[config.mk]
export PLATFORM = sky130hd
export DESIGN_NAME = cse_accum
export DESIGN_NICKNAME = d
export VERILOG_FILES = /design/src/rtl/cse_pkg.sv /design/src/rtl/cse_accum.sv
export SDC_FILE = /design/constraint.sdc
export NUM_CORES = 2
export LEC_CHECK = 0
export BUFFER_PORTS_ARGS = -buffer_cell sky130_fd_sc_hd__buf_2
export CORE_UTILIZATION = 25
export CTS_CLUSTER_DIAMETER = 80
export CTS_CLUSTER_SIZE = 28
export DETAILED_ROUTE_END_ITERATION = 12
export GPL_TIMING_DRIVEN = 0
export PLACE_DENSITY = 0.48
export SLEW_MARGIN = 15
export SYNTH_ARGS = -nofsm -noshare
export SYNTH_HDL_FRONTEND = slang
export SYNTH_SLANG_ARGS = --single-unit
export TNS_END_PERCENT = 100
[constraint.sdc]
create_clock -name clk -period 5.3 [get_ports clk]
set_clock_uncertainty 0.05 [all_clocks]
set_input_delay 0.265 -clock clk [delete_from_list [all_inputs] [get_ports clk]]
set_output_delay 0.265 -clock clk [all_outputs]
set_load 0.01 [all_outputs]
[src/rtl/cse_pkg.sv]
// shared constants, types and command/status structs for the cosine similarity engine
`default_nettype none

package cse_pkg;

	localparam int unsigned MAX_LENGTH = 4096;
	localparam int unsigned CNT_W      = $clog2(MAX_LENGTH + 1);

	localparam int unsigned ELEM_W = 16;
	localparam int unsigned PROD_W = 2 * ELEM_W;
	localparam int unsigned SQ_W   = 2 * ELEM_W - 1;
	localparam int unsigned DOT_W  = 44;
	localparam int unsigned NORM_W = 43;

	localparam int unsigned HALF_W = (DOT_W + 1) / 2;
	localparam int unsigned PP_W   = 2 * HALF_W;
	localparam int unsigned WIDE_W = 4 * HALF_W;

	localparam int unsigned Q_W      = 15;
	localparam int unsigned SIM_W    = 16;
	localparam int unsigned SRCH_W   = 122;
	localparam int unsigned ONE_Q14  = 16384;

	localparam int unsigned MUL_STEPS  = 8;
	localparam int unsigned SRCH_STEPS = 2 * Q_W;
	localparam int unsigned STEP_W     = $clog2(SRCH_STEPS + 1);

	typedef enum logic [2:0] {
		ST_ACC,
		ST_DRAIN,
		ST_MUL,
		ST_SEARCH,
		ST_DONE
	} cse_state_t;

	typedef struct packed {
		logic       accept;
		logic       snap;
		logic       mul_issue;
		logic [2:0] mul_idx;
		logic       search_init;
		logic       search_ph0;
		logic       search_ph1;
		logic       out_load;
	} cse_cmd_t;

	typedef struct packed {
		logic s1_busy;
		logic zero_norm;
		logic out_full;
	} cse_sts_t;

endpackage

`default_nettype wire

[src/rtl/cse_accum.sv]
// accumulation datapath: products, saturating sums, pair count and sticky overflow
`default_nettype none

module cse_accum import cse_pkg::*; (
	input  wire logic                     clk,
	input  wire logic                     arst_n,
	input  wire cse_cmd_t                 cmd,
	input  wire logic signed [ELEM_W-1:0] elem_a,
	input  wire logic signed [ELEM_W-1:0] elem_b,
	input  wire logic                     last_elem,
	output logic signed [DOT_W-1:0]       dot_acc_q,
	output logic        [NORM_W-1:0]      norm_a_acc_q,
	output logic        [NORM_W-1:0]      norm_b_acc_q,
	output logic                          overflow_seen_q,
	output logic                          s1_busy
);

	logic [CNT_W-1:0]         pair_count_q;
	logic                     full;
	logic                     vld_s1;
	logic                     over_s1;
	logic signed [PROD_W-1:0] ab_s1;
	logic [SQ_W-1:0]          aa_s1;
	logic [SQ_W-1:0]          bb_s1;
	logic signed [PROD_W-1:0] ab_full;
	logic signed [PROD_W-1:0] aa_full;
	logic signed [PROD_W-1:0] bb_full;
	logic signed [DOT_W:0]    dot_sum;
	logic [NORM_W:0]          na_sum;
	logic [NORM_W:0]          nb_sum;
	logic signed [DOT_W-1:0]  dot_next;
	logic [NORM_W-1:0]        na_next;
	logic [NORM_W-1:0]        nb_next;
	logic                     sat;

	assign full    = (pair_count_q >= CNT_W'(MAX_LENGTH));
	assign ab_full = elem_a * elem_b;
	assign aa_full = elem_a * elem_a;
	assign bb_full = elem_b * elem_b;
	assign s1_busy = vld_s1;

	// pair count and stage 1 product registers
	always_ff @(posedge clk or negedge arst_n) begin
		if (!arst_n) begin
			pair_count_q <= '0;
			vld_s1       <= 1'b0;
			over_s1      <= 1'b0;
		end else begin
			vld_s1 <= cmd.accept;
			if (cmd.accept) begin
				over_s1 <= full;
				if (last_elem) begin
					pair_count_q <= '0;
				end else if (!full) begin
					pair_count_q <= pair_count_q + 1'b1;
				end
			end
		end
	end

	always_ff @(posedge clk) begin
		if (cmd.accept) begin
			ab_s1 <= ab_full;
			aa_s1 <= aa_full[SQ_W-1:0];
			bb_s1 <= bb_full[SQ_W-1:0];
		end
	end

	// saturating sums
	always_comb begin
		dot_sum = {dot_acc_q[DOT_W-1], dot_acc_q} + (DOT_W+1)'(ab_s1);
		na_sum  = {1'b0, norm_a_acc_q} + (NORM_W+1)'(aa_s1);
		nb_sum  = {1'b0, norm_b_acc_q} + (NORM_W+1)'(bb_s1);
		sat     = 1'b0;
		if (dot_sum[DOT_W] != dot_sum[DOT_W-1]) begin
			dot_next = dot_sum[DOT_W] ? {1'b1, {(DOT_W-1){1'b0}}} : {1'b0, {(DOT_W-1){1'b1}}};
			sat      = 1'b1;
		end else begin
			dot_next = dot_sum[DOT_W-1:0];
		end
		if (na_sum[NORM_W]) begin
			na_next = '1;
			sat     = 1'b1;
		end else begin
			na_next = na_sum[NORM_W-1:0];
		end
		if (nb_sum[NORM_W]) begin
			nb_next = '1;
			sat     = 1'b1;
		end else begin
			nb_next = nb_sum[NORM_W-1:0];
		end
	end

	always_ff @(posedge clk or negedge arst_n) begin
		if (!arst_n) begin
			dot_acc_q       <= '0;
			norm_a_acc_q    <= '0;
			norm_b_acc_q    <= '0;
			overflow_seen_q <= 1'b0;
		end else if (cmd.snap) begin
			dot_acc_q       <= '0;
			norm_a_acc_q    <= '0;
			norm_b_acc_q    <= '0;
			overflow_seen_q <= 1'b0;
		end else if (vld_s1) begin
			if (over_s1) begin
				overflow_seen_q <= 1'b1;
			end else begin
				dot_acc_q    <= dot_next;
				norm_a_acc_q <= na_next;
				norm_b_acc_q <= nb_next;
				if (sat) begin
					overflow_seen_q <= 1'b1;
				end
			end
		end
	end

endmodule

`default_nettype wire

==> out/metrics.cfg <==
[status]
run_status=finished, violations left
violations=setup timing

[timing]
holdWs_ps=34.6
finalHoldViolCount=0
slew_headroom_pct=14.7
setup_slack_ps=-382
period_needed_ps=5680
fmax_mhz=176
report.final.slew_viol_count=0
finalSetupViolCount=24
rsz0062_at_grt=yes
finalSetupTns_ps=-4420
finalCritPeriodShare_pct=107
worst_pin_slew_ps=1280

[grt]
grt_overflow_total=0
antenna_found_initial=12
grt_pass1_vias=34700
grt_max_degree=86
track_usage_pct=15.7
grt_pass1_wl_um=202000

[placement]
place.gp.congestion=0.897
portBuffers=162
dp_hpwl_um=105000
dp_slack_ps=-1980

[cts]
cts_buffers=22
tritoncts=done
h-tree-depth=1
numClockSinks=238
root_buffer=clkbuf_16
clk_pin_slew_ps=80
insertion_delay_ps=610
clockBufferDepth=3

[route]
drt-total-wl_um=130000
ant_nets=0
drc_errors=0
post_drt_wl_per_cell_um=18.3
dr_total_vias=32500
detail_route.vias_per_cell=4.57
first_pass_iters=6
drtIter0Drc=1847

[setup_path]
crit_arrival_ps=5970
r2r-start=norm_b_acc_q[2]
startpoint_type=input pin
slowest_delay_ps=500
cp.required_ps=5590
cp_max_fo=7
worst-path-buf-inv=8
timing.rr.end=norm_b_acc_q[38]
crit_path_frequent_cell=fa_1
worstSetupEndpointType=flop
critPathKind=input pin to flop
crit_slowest_cell=fa_1
cp_top_family=adder cells
reg2regPathDepth=13
reg2reg_slack_ps=740

[logic_synthesis]
synth.most_common_cell=inv_1
syn_nets=5647
yosysTopAreaCell=fa_1
synth.top_cell.area_share_pct=34.7
synth_cell_types=88
syn_avg_cell_area_um2=9.19
synth_edf_count=92
ys.flop_type=dfrtp_1
syn_area_mm2=0.0415
ys_seq_elements=238
synth_cells=4516
synth_area_leaders=fa_1 (35%), ha_1 (11%), dfrtp_1 (8.8%), inv_1 (8.7%), edfxtp_1 (6.7%)
synth_seq_area_share_pct=15.5
ys_top_cells_by_count=inv_1 (965), fa_1 (720), nand2_1 (412)
yosysWarnings=0
synthArstFlopShare_pct=61.3

[final_layout]
syn_to_final_growth_pct=22.5
finalNetCount=6025
final_util_pct=30.8
drive_above_1_share_pct=17.4

[die]
io_pins=177
die_width_um=409
core-area_mm2=0.165
rows=149
start_util_pct=25.2
die_y_um=409
die-area_mm2=0.168

[min_path]
worstHoldEndpoint=ab_s1[4]
hp-class=input pin to flop
holdCritStartpoint=cmd[9]
worstHoldPathCells=1

[job]
max_cap_violations=0

## per-stage QoR
stage / instances / instance area, um^2
after global placement: 6867 / 46200
after CTS: 7061 / 49900
after detailed placement: 6869 / 46300
after global routing: 7101 / 50800
after floorplan: 4516 / 42600
final: 7106 / 50800
## routing by layer
metal / vias up / part of all wire, % / global-route usage, %
li1: 15000 / - / -
met1: 16500 / 42 / 20.3
met2: 704 / 48 / 26.5
met3: 163 / 6.1 / 2.87
met4: 18 / 3.5 / 4.54
met5: - / 0.12 / 0.259
## layout make-up
type	instances	area, um^2
fillers	17400	114000
multi-input cells	3142	32300
flip-flops and latches	238	6420
inverters	970	3710
repair buffers	359	2810
well taps	2189	2740
plain buffers	161	2120
clock buffers	24	568
clock inverters	16	175
diodes	7	17.5
## flip-flops by register name (all words and copies together) (netlist names)
| name | count |
|---|---|
| ab_s1 | 32 |
| s1_busy | 1 |
| norm_a_acc_q | 43 |
| overflow_seen_q | 1 |
| bb_s1 | 30 |
| pair_count_q | 13 |
| over_s1 | 1 |
| dot_acc_q | 44 |
| aa_s1 | 30 |
| norm_b_acc_q | 43 |
## cells by family (layout without fill, tap and decap cells)
kind of cell             after synthesis  count (layout)  synth area share (%)
AO/OA/AOI/OAI                        752             752                  11.6
other                                  0               7                     0
XOR/XNOR                             210             210                  4.43
flip-flops                           238             238                  15.5
multiplexers                          10              10                 0.256
AND/OR/NAND/NOR                     1084            1084                  12.1
buffers and inverters               1136            1530                  10.4
adder cells (fa/ha/maj)             1086            1086                  45.8
## how the worst max path moves through the flow
stage / slack [ps] / to / depth (start not counted) / startpoint
2_1_floorplan: -610 / aa_s1[29] / 25 / elem_a[10]
3_3_place_gp: -1950 / aa_s1[29] / 23 / elem_a[9]
3_5_place_dp: -1980 / aa_s1[29] / 23 / elem_a[5]
4_1_cts: -310 / bb_s1[29] / 24 / elem_b[2]
5_1_grt: -540 / aa_s1[30] / 27 / elem_a[11]
6_report: -380 / aa_s1[30] / 26 / elem_a[8]
## layout by cell type, fill, tap and decap left out, types with 65 or more instances in the layout
cell type  netlist  layout
ha_1           366     323
clkbuf_16        0      76
xor2_1          66      65
buf_4            0     159
dfrtp_1        146     146
nor2_1         265     245
inv_1          965     905
edfxtp_1        92      92
and2_1         171     145
xnor2_1        144     138
fa_1           720     680
o21ai_0        146     133
nand2_1        412     379
buf_2            3     143
a21oi_1        192     162
a21o_1         100      99
a31oi_1         67      65
## what timing repair did
action	CTS	global route
hold endpoints to repair	65	0
pin swaps	159	140
endpoints found under the setup margin	55	36
setup buffers	148	40
gates resized for setup	340	197
gates cloned	2	1
hold buffers	4	0
Power is left out: the tool's default activity adds up to more than one toggle a clock period on the data nets, which glitch-free logic cannot reach.
