==> src/rtl/cse_pkg.sv <==
// shared constants, types and command/status structs for the cosine similarity engine
`default_nettype none

package cse_pkg;

	localparam int unsigned MAX_LENGTH = 4096;
	localparam int unsigned CNT_W      = $clog2(MAX_LENGTH + 1);

	localparam int unsigned ELEM_W = 16;
	localparam int unsigned PROD_W = 2 * ELEM_W;
	localparam int unsigned SQ_W   = 2 * ELEM_W - 1;
	localparam int unsigned DOT_W  = 44;
	localparam int unsigned NORM_W = 43;

	localparam int unsigned HALF_W = (DOT_W + 1) / 2;
	localparam int unsigned PP_W   = 2 * HALF_W;
	localparam int unsigned WIDE_W = 4 * HALF_W;

	localparam int unsigned Q_W      = 15;
	localparam int unsigned SIM_W    = 16;
	localparam int unsigned SRCH_W   = 122;
	localparam int unsigned ONE_Q14  = 16384;

	localparam int unsigned MUL_STEPS  = 8;
	localparam int unsigned SRCH_STEPS = 2 * Q_W;
	localparam int unsigned STEP_W     = $clog2(SRCH_STEPS + 1);

	typedef enum logic [2:0] {
		ST_ACC,
		ST_DRAIN,
		ST_MUL,
		ST_SEARCH,
		ST_DONE
	} cse_state_t;

	typedef struct packed {
		logic       accept;
		logic       snap;
		logic       mul_issue;
		logic [2:0] mul_idx;
		logic       search_init;
		logic       search_ph0;
		logic       search_ph1;
		logic       out_load;
	} cse_cmd_t;

	typedef struct packed {
		logic s1_busy;
		logic zero_norm;
		logic out_full;
	} cse_sts_t;

endpackage

`default_nettype wire

==> src/rtl/cse_ctrl.sv <==
// controller state machine: streaming, drain, multiply and search sequencing
`default_nettype none

module cse_ctrl import cse_pkg::*; (
	input  wire logic     clk,
	input  wire logic     arst_n,
	input  wire logic     in_valid,
	input  wire logic     in_last,
	input  wire cse_sts_t sts,
	output logic          in_ready,
	output cse_cmd_t      cmd
);

	cse_state_t        state_q;
	cse_state_t        state_d;
	logic [STEP_W-1:0] step_q;

	always_comb begin
		state_d = state_q;
		case (state_q)
			ST_ACC: begin
				if (in_valid && in_last) begin
					state_d = ST_DRAIN;
				end
			end
			ST_DRAIN: begin
				if (!sts.s1_busy) begin
					state_d = sts.zero_norm ? ST_DONE : ST_MUL;
				end
			end
			ST_MUL: begin
				if (step_q == STEP_W'(MUL_STEPS)) begin
					state_d = ST_SEARCH;
				end
			end
			ST_SEARCH: begin
				if (step_q == STEP_W'(SRCH_STEPS)) begin
					state_d = ST_DONE;
				end
			end
			ST_DONE: begin
				if (!sts.out_full) begin
					state_d = ST_ACC;
				end
			end
			default: state_d = ST_ACC;
		endcase
	end

	always_comb begin
		in_ready        = (state_q == ST_ACC);
		cmd             = '0;
		cmd.accept      = in_ready && in_valid;
		cmd.snap        = (state_q == ST_DRAIN) && !sts.s1_busy;
		cmd.mul_issue   = (state_q == ST_MUL) && (step_q < STEP_W'(MUL_STEPS));
		cmd.mul_idx     = step_q[2:0];
		cmd.search_init = (state_q == ST_SEARCH) && (step_q == '0);
		cmd.search_ph0  = (state_q == ST_SEARCH) && (step_q != '0) && step_q[0];
		cmd.search_ph1  = (state_q == ST_SEARCH) && (step_q != '0) && !step_q[0];
		cmd.out_load    = (state_q == ST_DONE) && !sts.out_full;
	end

	always_ff @(posedge clk or negedge arst_n) begin
		if (!arst_n) begin
			state_q <= ST_ACC;
			step_q  <= '0;
		end else begin
			state_q <= state_d;
			if (state_d != state_q) begin
				step_q <= '0;
			end else if (state_q == ST_MUL || state_q == ST_SEARCH) begin
				step_q <= step_q + 1'b1;
			end
		end
	end

endmodule

`default_nettype wire

==> config.mk <==
export PLATFORM = sky130hd
export DESIGN_NAME = cse_ctrl
export DESIGN_NICKNAME = d
export VERILOG_FILES = /design/src/rtl/cse_pkg.sv /design/src/rtl/cse_ctrl.sv
export SDC_FILE = /design/constraint.sdc
export NUM_CORES = 1
export LEC_CHECK = 0
export ABC_AREA = 1
export BUFFER_PORTS_ARGS = -buffer_cell sky130_fd_sc_hd__buf_2
export CAP_MARGIN = 20
export CORE_MARGIN = 2
export CORE_UTILIZATION = 25
export DETAILED_ROUTE_END_ITERATION = 12
export GPL_ROUTABILITY_DRIVEN = 0
export REMOVE_ABC_BUFFERS = 1
export SLEW_MARGIN = 20
export SYNTH_ARGS = -nofsm -noshare
export SYNTH_HDL_FRONTEND = slang
export SYNTH_SLANG_ARGS = --single-unit
export TNS_END_PERCENT = 30
==> constraint.sdc <==
create_clock -name clk -period 1.4 [get_ports clk]
set_input_delay 0.21 -clock clk [delete_from_list [all_inputs] [get_ports clk]]
set_output_delay 0.21 -clock clk [all_outputs]
set_load 0.05 [all_outputs]
==> reports/results.txt, run 1 <==
status -> complete, but fails checks
violated checks -> negative setup slack
aggregate global-route resource usage -> 13.8%
main flop type after synthesis -> dfrtp_1
number of flip-flops and latches in the synthesized netlist -> 8
detailed placement HPWL -> 1270 um
pin slew with the least headroom to its limit -> 0.318 ns
pin count of the biggest net entering global routing -> 9
share of post-route cells with drive strength above 1 -> 54.1%
FP Rows -> 18
Clock Path Buffers -> 2
antenna diode instance count -> 0
Final setup viols -> 12
number of synthesis warnings -> 0
Initial DRT Pass Iterations -> 4
post-synthesis cell count -> 87
Final Worst Setup Slack -> -0.136 ns
Boundary Pins -> 18
Final Power -> 2.04 mW
Antenna Violating Nets Remaining -> 0
DRC -> 0
distinct cell type count of the synthesized netlist -> 22
routed via count -> 705
floorplan die area -> 2960 um2
met1 Track Usage GR -> 16.2%
die extent in y -> 54.4 um
TritonCTS clock tree -> yes
antenna violations before repair -> 0
area of the core region -> 2430 um2
largest driver fanout on the critical path -> 5
Worst Hold Class -> in -> reg
remaining max-slew budget at the tightest pin -> 78.7%
ratio of final minimum period to clock period -> 110%
maximum clock skew at final layout -> 0.00262 ns
violation count after the first detailed-route iteration -> 12
Placed Cells -> 138
data arrival time of the worst path -> 1.66 ns
first-pass GRT wire length -> 2900 um
pwr dens -> 2030 nW/um2
Synth-to-Final Area Change -> 58.4%
Avg Cell Area, Syn -> 7.29 um2
CTS H-tree depth -> 1
number of failing hold endpoints at the final stage -> 0
Most Crowded Layer GR -> met2
number of global-route vias before repair -> 642
number of maximum-capacitance constraint violations -> 0
post-layout minimum cycle time -> 1.54 ns
CTS sink cnt -> 8
CP Class -> reg -> reg
unrepaired setup endpoints after global routing -> yes
largest vdd supply drop -> 0.944 mV
total routed wirelength -> 1820 um
Final Max Slew Viols -> 0
clock insertion delay at the later pin of the skew report -> 0.25 ns
final non-filler cell total -> 152
static power due to leakage -> 0.477 nW
overall die width -> 54.4 um
number of enable-type register cells in the synthesized netlist -> 0
portion of synthesized cell area occupied by the leading cell type -> 31.6%
met2 track demand over resource -> 24.7%
type of element capturing the critical path -> register
clock-pin slew reported for the worst setup and hold paths after clock tree synthesis -> 0.05 ns
clock root cell -> clkbuf_4
startpoint type of the worst setup path -> register
leading cell types by total area after synthesis -> dfrtp_1, nand2_1, nor2_1
number of nets at the end of the flow -> 134
met3 Track Usage GR -> 4.92%
f_max -> 651 MHz
post-synthesis cell type with the largest combined area -> dfrtp_1
Async S/R FF share, synth -> 100%
starting utilization of the core area -> 26.1%
post-synthesis sequential area ratio -> 31.6%
drt wl/cell -> 12.0 um
post-synthesis cell area -> 634 um2
Worst EP required -> 1.52 ns
total CTS buffers -> 3
global route overflow -> 0
DR vias/cell -> 4.64
IO buf count -> 17
metal layers:
layer  wire length [um]  part of all wire (%)  up-vias
met4                  0                     0        0
met5                  0                     0        -
li1                   -                     -      355
met3                 90                   4.9        0
met1                779                    43      332
met2                954                    52       18
final cells by class:
class,count,area [um2]
multi-input combinational,63,413
sequential,8,204
clock buffer,3,22.5
timing repair buffer,37,284
tap,30,37.5
inverter,11,43.8
fill,251,1430
power breakdown:
part           switching, mW  internal [mW]
clock                 0.0746         0.0978
sequential            0.0896          0.293
combinational          0.869          0.615
placed cells by master, fill, tap and decap left out, types with 4 or more instances in the layout:
cell type	instances
buf_2	9
dfrtp_1	5
buf_4	20
xor2_1	4
nor2_2	6
nand2_1	11
nand2_2	4
buf_6	7
inv_1	7
nor2_1	8
nand3_1	8
nor3_1	4
through the flow:
step                hold slack (ns)  cell area (um2)  util, %  setup TNS [ns]  setup WS [ns]
floorplan                   -0.0856              593        -           -5.72         -0.930
global placement             0.0553              783     32.2               0         0.0252
detailed placement           0.0572              783     32.2         -0.0253        -0.0154
CTS                           0.285              948     39.0          -0.925         -0.114
global route                  0.286             1000     41.3           -2.14         -0.225
finish                        0.297             1000     41.3           -1.16         -0.136
cell families (layout without fill, tap and decap cells):
logic type,count (synthesis),after routing,share of synthesized area [%]
fa+ha+maj,3,3,5.92
compound gates,4,4,4.93
simple gates,52,52,39.1
xor+xnor,4,4,5.52
buf+inv,16,51,13.0
flops,8,8,31.6
cell usage after synthesis (3+ instances only):
| cell | n |
|---|---|
| nand4_1 | 3 |
| nor3_1 | 6 |
| buf_4 | 4 |
| dfrtp_1 | 8 |
| xor2_1 | 4 |
| nand3_1 | 8 |
| inv_1 | 9 |
| nand2_1 | 13 |
| nor2_1 | 13 |
| ha_1 | 3 |
path summary, 6_finish.rpt:
kind	start	end	slack, ns	depth (start not counted)
worst max-delay path	step_q[0]	step_q[3]	-0.14	10
worst min-delay path	sts[1]	state_q[1]	0.30	4
worst max register to register	step_q[0]	step_q[3]	-0.14	10
worst min register to register	state_q[2]	state_q[2]	0.73	2
max in group asynchronous	arst_n	state_q[1]	0.89	2
min in group asynchronous	arst_n	step_q[3]	0.33	2
repair_timing:
item / in CTS / in global routing
hold endpoints to repair: 8 / 0
hold buffers: 1 / 0
setup endpoints to repair: 13 / 14
pin swaps: 7 / 3
gates resized for setup: 25 / 12
setup buffers: 8 / 2
critical path, stage by stage (launching register included):
cell	delay [ns]
dfrtp_1	0.38
inv_2	0.09
buf_4	0.11
ha_1	0.13
nand2_1	0.06
nor2_2	0.16
nor2_1	0.06
nor2_1	0.15
o21ai_2	0.08
nand2_2	0.12
nor3_1	0.07
sequential cells by signal, indices dropped and copies added, names as in the netlist:
| signal | flops |
|---|---|
| state_q | 3 |
| step_q | 5 |
Power figures use the tool's default switching activity.
==> run 2: changes to the inputs <==
--- a/config.mk
+++ b/config.mk
@@ -5,7 +5,6 @@
 export SDC_FILE = /design/constraint.sdc
 export NUM_CORES = 1
 export LEC_CHECK = 0
-export ABC_AREA = 1
 export BUFFER_PORTS_ARGS = -buffer_cell sky130_fd_sc_hd__buf_2
 export CAP_MARGIN = 20
 export CORE_MARGIN = 2
==> reports/results.txt, run 2 <==
status -> complete, but fails checks
violated checks -> negative setup slack
data arrival time of the worst path -> 1.65 ns (about the same)
post-synthesis sequential area ratio -> 33.1% (+1.6 points)
number of failing hold endpoints at the final stage -> 0 (unchanged)
DR vias/cell -> 4.85 (+4.7%)
most frequently used cell type in the post-synthesis netlist -> dfrtp_1
xor/xnor share of the synthesized area -> 2.90% (-2.6 points)
clock share of power -> 7.6% (-0.9 points)
number of synthesis warnings -> 0 (unchanged)
post-synthesis cell count -> 69 (-21%)
leading cell types by total area after synthesis -> dfrtp_1, ha_1, buf_4
Async S/R FF share, synth -> 100% (unchanged)
highest signal layer in the routed design -> met3
share of the synthesized area in compound gates (AO/OA/AOI/OAI) -> 15.7% (+11 points)
violation count after the first detailed-route iteration -> 11 (-1)
pwr dens -> 2170 nW/um2 (+6.9%)
commonest non-fill, non-tap cell in the layout -> buf_4
area occupied by multi-input gates -> 470 um2 (+14%)
first-pass GRT wire length -> 2990 um (+2.9%)
top cells by instance count after synthesis -> dfrtp_1, nand2_1, nor2_1
Regs by FF count -> step_q (5), state_q (3)
Final Worst Setup Slack -> -0.456 ns (-0.320 ns)
pin count of the biggest net entering global routing -> 9 (unchanged)
maximum clock skew at final layout -> 0.00345 ns (+0.000831 ns)
met3 WL post-DR -> 108 um (+20%)
unrepaired setup endpoints after global routing -> yes
number of filler instances in the final layout -> 205 (-18%)
Final Max Slew Viols -> 0 (unchanged)
Final setup viols -> 13 (+1)
met1 wire length -> 754 um (-3.2%)
ratio of final minimum period to clock period -> 133% (+23 points)
static power due to leakage -> 0.476 nW (about the same)
remaining max-slew budget at the tightest pin -> 82.5% (+3.8 points)
FP Rows -> 17 (-1)
Initial DRT Pass Iterations -> 4 (unchanged)
main flop type after synthesis -> dfrtp_1
internal power -> 1.22 mW (+22%)
floorplan die area -> 2830 um2 (-4.4%)
highest-count cells in the layout ignoring fill and taps -> buf_4, buf_6, buf_2
Sequential Area -> 201 um2 (-1.2%)
antenna diode instance count -> 0 (unchanged)
largest driver fanout on the critical path -> 3 (-2)
share of post-route cells with drive strength above 1 -> 57.8% (+3.7 points)
distinct cell type count of the synthesized netlist -> 33 (+50%)
Biggest register -> step_q
clock root cell -> clkbuf_4
largest vdd supply drop -> 1.41 mV (+49%)
CTS H-tree depth -> 1 (unchanged)
Final Power -> 2.36 mW (+16%)
Avg Cell Area, Syn -> 8.76 um2 (+20%)
aggregate global-route resource usage -> 15.0% (+1.3 points)
overall die width -> 53.2 um (-2.2%)
starting utilization of the core area -> 26.8% (+0.72 points)
number of nets at the end of the flow -> 121 (-9.7%)
synthesized-area fraction occupied by adder cells -> 6.21% (+0.29 points)
main combinational cell family by area after synthesis -> simple AND/OR/NAND/NOR gates
final core area utilization -> 48.3% (+7.0 points)
clock-pin slew reported for the worst setup and hold paths after clock tree synthesis -> 0.06 ns (about the same)
number of enable-type register cells in the synthesized netlist -> 0 (unchanged)
clock insertion delay at the later pin of the skew report -> 0.26 ns (about the same)
number of maximum-capacitance constraint violations -> 0 (unchanged)
post-synthesis cell area -> 604 um2 (-4.7%)
Boundary Pins -> 18 (unchanged)
Min-Delay Startpoint -> sts[1]
type of element capturing the critical path -> primary output
drt wl/cell -> 13.4 um (+12%)
detailed placement HPWL -> 1250 um (-2.0%)
total net switching power -> 1.14 mW (+10%)
sw frac -> 48.2% (-2.5 points)
worst r2r src -> step_q[0]
DRC -> 0 (unchanged)
simple-gate portion of the synthesized area -> 31.5% (-7.6 points)
f_max -> 539 MHz (-17%)
Flop pwr share -> 15.4% (-3.4 points)
Synth-to-Final Area Change -> 80.1%
CTS sink cnt -> 8 (unchanged)
share of cell area taken by muxes after synthesis -> 1.66% (+1.7 points)
Antenna Violating Nets Remaining -> 0 (unchanged)
total CTS buffers -> 3 (unchanged)
post-synthesis cell type with the largest combined area -> dfrtp_1
number of flip-flops and latches in the synthesized netlist -> 8 (unchanged)
TritonCTS clock tree -> yes
IO buf count -> 17 (unchanged)
portion of synthesized cell area occupied by the leading cell type -> 33.1% (+1.6 points)
routed via count -> 665 (-5.7%)
global route overflow -> 0 (unchanged)
antenna violations before repair -> 0 (unchanged)
combinational power share -> 77.0% (+4.2 points)
post-layout minimum cycle time -> 1.86 ns (+0.320 ns)
pin slew with the least headroom to its limit -> 0.261 ns (-0.0565 ns)
number of flip-flops under the largest register name -> 5 (unchanged)
number of global-route vias before repair -> 660 (+2.8%)
startpoint type of the worst setup path -> register
total routed wirelength -> 1840 um (+0.77%)
Worst Hold Class -> in -> reg
area of the core region -> 2250 um2 (-7.3%)
die extent in y -> 53.2 um (-2.2%)
Clock Path Buffers -> 2 (unchanged)
Routed met2 length -> 975 um (+2.2%)
CP Class -> reg -> out
critical path launch point -> step_q[0]
Worst EP required -> 1.19 ns (-0.33 ns)
==> run 2: timing repair <==
action,CTS,global route
setup buffers,2,5
endpoints found under the hold margin,8,0
hold buffers,1,0
resized for setup,39,9
pin swaps,5,4
endpoints found under the setup margin,14,16
==> run 2: power groups by stage <==
stage / clock network (mW) / logic [mW] / registers (mW)
5_1_grt: 0.194 / 1.93 / 0.370
3_5_place_dp: 0 / 1.30 / 0.359
6_report: 0.179 / 1.82 / 0.363
4_1_cts: 0.180 / 1.64 / 0.374
3_3_place_gp: 0 / 1.29 / 0.352
2_1_floorplan: 0 / 0.665 / 0.526
==> run 2: path summary, 6_finish.rpt <==
| check | to | slack (ns) | cells past startpoint |
|---|---|---|---|
| setup / recovery | cmd[1] | -0.46 | 5 |
| hold / removal | state_q[2] | 0.27 | 3 |
| setup reg to reg | step_q[4] | -0.03 | 6 |
| hold reg to reg | state_q[0] | 0.65 | 2 |
| max in group asynchronous | state_q[0] | 0.90 | 2 |
| min in group asynchronous | step_q[3] | 0.32 | 2 |
==> run 2: through the flow <==
stage	setup slack, ns	hold WS, ns	instances	setup TNS (ns)	cell area, um2
global route	-0.494	0.314	137	-2.82	1090
global placement	-0.198	0.0619	126	-0.610	813
CTS	-0.430	0.304	132	-1.77	1010
finish	-0.456	0.271	137	-1.87	1090
detailed placement	-0.250	0.0612	126	-0.864	813
floorplan	-1.21	-0.0856	64	-8.44	566
==> run 2: kinds of logic after synthesis <==
family,Yosys count
and+or+nand+nor,32
AOI/OAI and AO/OA,14
buffers and inverters,9
DFF,8
adders and majority gates,3
xor gates and xnor gates,2
muxes,1
==> run 2: per-layer routing <==
metal  up-vias  GRT usage (%)
met4         0           2.56
met1       316           16.9
li1        330              -
met3         0           5.08
met2        19           27.5
met5         -              0
==> run 2: layout make-up <==
| type | count | area share (%) |
|---|---|---|
| Clock buffer | 3 | 2.07 |
| Sequential cell | 8 | 18.5 |
| Multi-Input combinational cell | 52 | 43.2 |
| Tap cell | 28 | 3.22 |
| Timing Repair Buffer | 42 | 31.6 |
| Inverter | 4 | 1.38 |
==> run 2: critical path: stages, from the launching register on <==
cell	delay, ns
dfrtp_1	0.38
inv_2	0.08
ha_4	0.13
or4b_4	0.47
nor3b_4	0.17
buf_6	0.15
